## src/hw/rtl/assert_macros.svh

```systemverilog
// ----------------------------------------------------------------------------
// assert_macros.svh
// Concurrent assertion shorthands shared by the RTL.
// ----------------------------------------------------------------------------
`ifndef ASSERT_MACROS_SVH
`define ASSERT_MACROS_SVH

// same-cycle implication, disabled while reset is asserted
`define SOS_ASSERT_IMPL(label, clk, rst_n, ante, cons) \
	label: assert property (@(posedge clk) disable iff (!rst_n) (ante) |-> (cons)) \
		else $error("assertion failed: same-cycle implication");

// next-cycle implication, disabled while reset is asserted
`define SOS_ASSERT_NEXT(label, clk, rst_n, ante, cons) \
	label: assert property (@(posedge clk) disable iff (!rst_n) (ante) |=> (cons)) \
		else $error("assertion failed: next-cycle implication");

`endif

```

## src/hw/rtl/sosmet_pkg.sv

```systemverilog
// ----------------------------------------------------------------------------
// sosmet_pkg
// Shared widths, register indexes and control types of the SOS Metropolis step.
// ----------------------------------------------------------------------------
package sosmet_pkg;

	// configuration register indexes
	localparam int CFG_IDX_W         = 3;
	localparam int REG_LATTICE_WIDTH = 0;
	localparam int REG_REF_HEIGHT    = 1;
	localparam int REG_THR_FIRST     = 2;
	localparam int THR_CNT           = 6;
	localparam int THR_IDX_W         = 3;

	// register widths
	localparam int LW_W  = 11;
	localparam int REF_W = 7;
	localparam int THR_W = 33;

	// input item fields
	localparam int SITE_W      = 10;
	localparam int DRAW_W      = 32;
	localparam int IN_STEP_BIT = SITE_W;
	localparam int IN_DRAW_LSB = SITE_W + 1;
	localparam int IN_TDATA_W  = 48;

	// result item fields
	localparam int OUT_H_W     = 8;
	localparam int OP_W        = 18;
	localparam int SUM_W       = 64;
	localparam int SQ_W        = 63;
	localparam int PROD_W      = 2 * OP_W;
	localparam int OUT_USED_W  = 1 + OUT_H_W + OP_W + SUM_W + SQ_W;
	localparam int OUT_TDATA_W = 160;
	localparam int OUT_PAD_W   = OUT_TDATA_W - OUT_USED_W;

	// sequencer to accumulator unit
	typedef struct packed {
		logic clr;     // reinit: zero all three accumulators
		logic apply;   // accepted move: subtract field change
		logic f_pos;   // field change is +1
		logic square;  // register square of order parameter
		logic add;     // fold into running sums
	} acc_ctl_t;

endpackage

```

## src/hw/rtl/sosmet_accum.sv

```systemverilog
// ----------------------------------------------------------------------------
// sosmet_accum
// Order parameter and its saturating running sum and square sum.
// ----------------------------------------------------------------------------
module sosmet_accum (
	input  logic                                 clk,
	input  logic                                 arst_n,
	input  sosmet_pkg::acc_ctl_t                 ctl,
	output logic signed [sosmet_pkg::OP_W-1:0]   order_acc,
	output logic signed [sosmet_pkg::SUM_W-1:0]  order_total,
	output logic        [sosmet_pkg::SQ_W-1:0]   order_squares
);

	localparam int OP_W   = sosmet_pkg::OP_W;
	localparam int SUM_W  = sosmet_pkg::SUM_W;
	localparam int SQ_W   = sosmet_pkg::SQ_W;
	localparam int PROD_W = sosmet_pkg::PROD_W;

	logic signed [OP_W-1:0]  order_acc_q;
	logic signed [SUM_W-1:0] order_total_q;
	logic        [SQ_W-1:0]  order_squares_q;
	logic        [PROD_W-1:0] sq_s1;

	logic signed [OP_W:0]    op_ext;
	logic signed [OP_W:0]    op_wide;
	logic signed [OP_W-1:0]  op_next;
	logic signed [PROD_W-1:0] prod;
	logic signed [SUM_W:0]   tsum;
	logic signed [SUM_W-1:0] total_next;
	logic        [SQ_W:0]    ssum;
	logic        [SQ_W-1:0]  squares_next;

	always_comb begin
		op_ext  = {order_acc_q[OP_W-1], order_acc_q};
		// order parameter moves by minus the field change
		op_wide = ctl.f_pos ? op_ext - (OP_W+1)'(1) : op_ext + (OP_W+1)'(1);
		if (op_wide[OP_W] != op_wide[OP_W-1]) begin
			op_next = op_wide[OP_W] ? {1'b1, {(OP_W-1){1'b0}}} : {1'b0, {(OP_W-1){1'b1}}};
		end else begin
			op_next = op_wide[OP_W-1:0];
		end
	end

	assign prod = order_acc_q * order_acc_q;

	always_comb begin
		tsum = {order_total_q[SUM_W-1], order_total_q} + (SUM_W+1)'(order_acc_q);
		if (tsum[SUM_W] != tsum[SUM_W-1]) begin
			total_next = tsum[SUM_W] ? {1'b1, {(SUM_W-1){1'b0}}} : {1'b0, {(SUM_W-1){1'b1}}};
		end else begin
			total_next = tsum[SUM_W-1:0];
		end
		ssum = (SQ_W+1)'(order_squares_q) + (SQ_W+1)'(sq_s1);
		squares_next = ssum[SQ_W] ? {SQ_W{1'b1}} : ssum[SQ_W-1:0];
	end

	always_ff @(posedge clk or negedge arst_n) begin
		if (!arst_n) begin
			order_acc_q     <= '0;
			order_total_q   <= '0;
			order_squares_q <= '0;
		end else if (ctl.clr) begin
			order_acc_q     <= '0;
			order_total_q   <= '0;
			order_squares_q <= '0;
		end else begin
			if (ctl.apply) begin
				order_acc_q <= op_next;
			end
			if (ctl.add) begin
				order_total_q   <= total_next;
				order_squares_q <= squares_next;
			end
		end
	end

	always_ff @(posedge clk) begin
		if (ctl.square) begin
			sq_s1 <= $unsigned(prod);
		end
	end

	assign order_acc     = order_acc_q;
	assign order_total   = order_total_q;
	assign order_squares = order_squares_q;

endmodule

```

## config.mk

```make
export PLATFORM = sky130hd
export DESIGN_NAME = sosmet_accum
export DESIGN_NICKNAME = d
export VERILOG_FILES = /design/src/hw/rtl/assert_macros.svh /design/src/hw/rtl/sosmet_pkg.sv /design/src/hw/rtl/sosmet_accum.sv
export SDC_FILE = /design/constraint.sdc
export NUM_CORES = 1
export LEC_CHECK = 0
export ABC_AREA = 1
export BUFFER_PORTS_ARGS = -buffer_cell sky130_fd_sc_hd__buf_4
export CORE_ASPECT_RATIO = 1.1
export CORE_MARGIN = 2
export CORE_UTILIZATION = 69
export CTS_CLUSTER_DIAMETER = 200
export CTS_CLUSTER_SIZE = 12
export DETAILED_ROUTE_END_ITERATION = 16
export PLACE_DENSITY = 0.95
export SLEW_MARGIN = 10
export SYNTH_ARGS = -nofsm -noshare
export SYNTH_HDL_FRONTEND = slang
export SYNTH_SLANG_ARGS = --single-unit
```

## constraint.sdc

```tcl
create_clock -name clk -period 11.4 [get_ports clk]
set_clock_uncertainty 0.15 [all_clocks]
set_input_delay 1.14 -clock clk [delete_from_list [all_inputs] [get_ports clk]]
set_output_delay 1.14 -clock clk [all_outputs]
set_load 0.03 [all_outputs]
```

# After elaboration in Yosys (flattened, before gate mapping)
# Index checks and enable logic that the tools add are counted.
# word_totals
reg_bits	181
elab_cells	25
# classes
multipliers	1
mux	12
reduce_logical	2
eq_ne	2
n_addsub	4
# op_table
op	count
two-way mux 64 bit	4
two-way mux 63 bit	3
two-way mux 18 bit	4
adder 64 x 18 -> 65 bit	1
adder 63 x 36 -> 64 bit	1
multiplier 18 x 18 -> 36 bit	1
adder 18 x 2 -> 19 bit (second input constant)	1
two-way mux 19 bit	1
subtractor 18 x 2 -> 19 bit (second input constant)	1
nonzero test 2 bit	2
!= test 1 bit	2

# Depth between registers and ports, before layout
# logic_depth
depth_word	6
mapped_depth	28
depth_no_buf	26

# Least setup slack after synthesis
# No wires, ideal clock.
# synth_timing
kind	flip-flop to flip-flop
startpoint	register order_acc_q[17], in the netlist order_acc[17]
endpoint	register sq_s1[35] (data pin)
arrival_time_ns	6.966
path_buffers	2
setup_slack_ns	4.024
path_stages_with_launch	22
setup_ns	0.260
t_required_ns	10.990
path_cell_list	dfrtp_1 > clkbuf_1 > clkbuf_1 > nand2_1 > fa_1 > inv_1 > fa_1 > inv_1 > fa_1 > inv_1 > fa_1 > inv_1 > fa_1 > fa_1 > inv_1 > ha_1 > inv_1 > o21bai_1 > a221oi_1 > o21a_1 > nand2_1 > xor2_1
# synth_between
elab_chain_cells	1
# synth_rtl
element	line	rtl
start: declaration	sosmet_accum.sv:19	logic signed [OP_W-1:0] order_acc_q;
start signal: assignment	sosmet_accum.sv:68	order_acc_q <= op_next;
multiplier 18 x 18 -> 36 bit	sosmet_accum.sv:44	assign prod = order_acc_q * order_acc_q;
via prod[35]	sosmet_accum.sv:27	logic signed [PROD_W-1:0] prod;
end signal: assignment	sosmet_accum.sv:79	sq_s1 <= $unsigned(prod);
end: declaration	sosmet_accum.sv:22	logic [PROD_W-1:0] sq_s1;
# The timed path passes the listed nets, and every way through them passes these cells.
# A chain may end at the register's enable or synchronous reset.

# Final worst setup path
# layout_timing
startpoint	register order_acc_q[3], in the netlist order_acc[3]
endpoint	register sq_s1[35] (data pin)
# The elaborated chain is that of the path after synthesis.

==> metrics <==
outcome finished, final reports clean; total number of vias 27,600; number of DRC markers in iteration 0 2,836; Hold Violations, Final 0; first-pass GRT wire length roughly 140,000 um; top_reg_cell synth dfrtp_1; Clk Latency, worst-skew pair 510 ps; pre-CTS WS 4160 ps; critical path required time 11,490 ps; post-route setup slack 3950 ps; Routed Wire Length 88,900 um; RSZ-0062 raised after global routing no; sequential fraction of the synthesis area 0.166; final period utilization 0.653; DR WL/cell between 15 and 20 um; hold buffer count at cts 0; Worst setup SP type flop; leading area contributor after synthesis fa_1; type of the tightest min-delay check flop to flop; Nets 4,681; PortBufs 151; # IOs approximately 150; layout overhead on the synthesized area 7.55%; Row Count 77; Via density ~6; CP bufs+invs 6; Final TNS setup 0 ps; DRC Markers 0; DRT Pass-1 Iters 8; Die Width 197 um; Avg Cell Area, Syn 6.95 um2; Clock Tree Root clkbuf_16; critical path endpoint category flop; Yosys warnings 0; minimum clock period 7450 ps; worst slew pin tran 1220 ps; grt ovf 0; Core ar. between 40,000 and 50,000 um2; pin count of the biggest net entering global routing 100; Setup-failing EPs final 0; CTS tree built; number of global-route vias before repair around 28,000; Post-Syn Area around 28,000 um2; fmax 0.134 GHz; H-tree Lvls 4; starting density of the core 0.699; setup bufs post-CTS 0; CP cell instances nand2_1 > fa_1 > inv_1 > fa_1 > inv_1 > fa_1 > inv_1 > fa_1 > inv_1 > fa_1 > fa_1 > inv_1 > ha_1 > inv_1 > o21bai_1 > a221oi_1 > o21a_1 > nand2_1 > xor2_1; Final Non-Filler Cells 4,678; Final GP Congestion 1.03; buffer depth of the longest clock path 2; CTS-repair resized insts 0; Final Slew Violations 0; Synth top area share 0.210; clk slew on worst S/H paths 100 ps; share of cells above drive strength 1 0.0624; gr usage total 0.429; total of max-cap violations 0; Sink Count 180; dominant cells by area after synthesis fa_1 (21%), nand2_1 (17%), dfrtp_1 (13%); critical path arrival 7530 ps; Syn Nets 4,577; Die Footprint 42,400 um2; flops & latches, synth 180; # placed instances about 4,600; chip height between 200 and 250 um; slew margin rel. 0.188; CP max stage cell dfrtp_1; FILL cells 3,078; highest net fanout along the worst path 24; Mapped Cells 4,048; Post-synth ARST share 0.806; # diodes 0; critical path's largest stage delay 1120 ps; kind of critical path flop to flop; Post-synth EDFFs 35; number of CTS-inserted buffers 17; Post-DP HPWL around 71,000 um; Yosys cell types 48; Worst path top cell family by delay adder cells; initial antenna violation count 0; antenna-violating nets left 0
-- cell type report --
| cell class | instances | area, um2 | share of cell area |
|---|---|---|---|
| well taps | 513 | 642 | 0.0212 |
| clock buffers | 18 | 450 | 0.0149 |
| flip-flops and latches | 180 | 4680 | 0.155 |
| inverters | 819 | 3070 | 0.102 |
| clock inverters | 14 | 155 | 0.00512 |
| multi-input cells | 2964 | 20000 | 0.660 |
| repair buffers | 170 | 1280 | 0.0423 |
-- layer usage --
layer	wire (um)	GRT usage	part of all wire	up-vias
li1	-	-	-	12700
met1	33900	0.542	0.38	12900
met2	40900	0.700	0.46	1653
met3	8820	0.0819	0.099	401
met4	5270	0.232	0.059	0
met5	0	0	0	-
-- path summary, 6_finish.rpt --
path                          startpoint                 to  slack [ps]  cells after the start
min in group asynchronous         arst_n  order_squares[38]         580                      1
setup reg to reg            order_acc[3]          sq_s1[35]        3950                     19
hold / removal             order_acc[12]      order_acc[12]         370                      2
setup / recovery            order_acc[3]          sq_s1[35]        3950                     19
max in group asynchronous         arst_n  order_squares[18]        9370                      2
hold reg to reg            order_acc[12]      order_acc[12]         370                      2
-- synthesized netlist by cell type (3+ instances only) --
library cell	n
xnor2_1	65
nand2_2	15
nand3_1	216
or2_2	12
nor4_1	9
fa_1	296
nor2_1	270
nor3_1	46
buf_1	11
a31oi_1	7
a221oi_1	3
a21o_1	10
xor2_1	69
buf_6	8
and3_1	4
a21oi_2	7
o211ai_1	3
o21a_1	7
buf_4	7
a21oi_1	185
edfxtp_1	35
dfrtp_1	145
inv_1	816
o21bai_1	28
nor3_2	6
clkbuf_1	49
nand4_1	33
ha_1	226
nand3b_1	19
nand2_1	1258
o21ai_0	140
buf_2	9
a21boi_0	6
nor2_2	7
-- kinds of logic after synthesis --
kind of cell | Yosys count | share of synthesized area
buffers and inverters | 904 | 0.124
AND/OR/NAND/NOR | 1905 | 0.278
AO/OA/AOI/OAI | 403 | 0.0790
flip-flops | 180 | 0.166
XOR/XNOR | 134 | 0.0417
adder cells (fa/ha/maj) | 522 | 0.311
-- worst register-to-register path, stage by stage, from the launching register on --
cell	delay (ps)
dfrtp_1	1120
nand2_1	310
fa_1	650
inv_1	180
fa_1	830
inv_1	190
fa_1	610
inv_1	90
fa_1	530
inv_1	60
fa_1	510
fa_1	550
inv_1	50
ha_1	300
inv_1	140
o21bai_1	100
a221oi_1	380
o21a_1	190
nand2_1	70
xor2_1	150
-- metrics by stage --
step	cell area (um2)	utilization	hold WS [ps]
5_1_grt	30300	0.752	391
3_5_place_dp	29700	0.737	350
2_1_floorplan	28200	-	376
4_1_cts	30300	0.752	364
3_3_place_gp	29700	0.737	346
6_report	30300	0.752	366
-- state kept, by name, indices dropped and copies added, names as in the netlist --
signal / cells
order_squares: 63
order_acc: 18
order_total: 64
sq_s1: 35
-- cell usage in the layout, fill, tap and decap left out, drive strengths merged, types with 19 or more instances in the layout --
cell	count
o21ai	142
ha	226
o21bai	28
fa	296
nor3	52
xor2	69
xnor2	65
nand3b	19
edfxtp	35
nand4	33
buf	170
inv	826
nand2	1275
dfrtp	145
nand3	216
a21oi	193
nor2	277
Power is left out: the tool's default activity adds up to more than one toggle a clock period on the data nets, which glitch-free logic cannot reach.
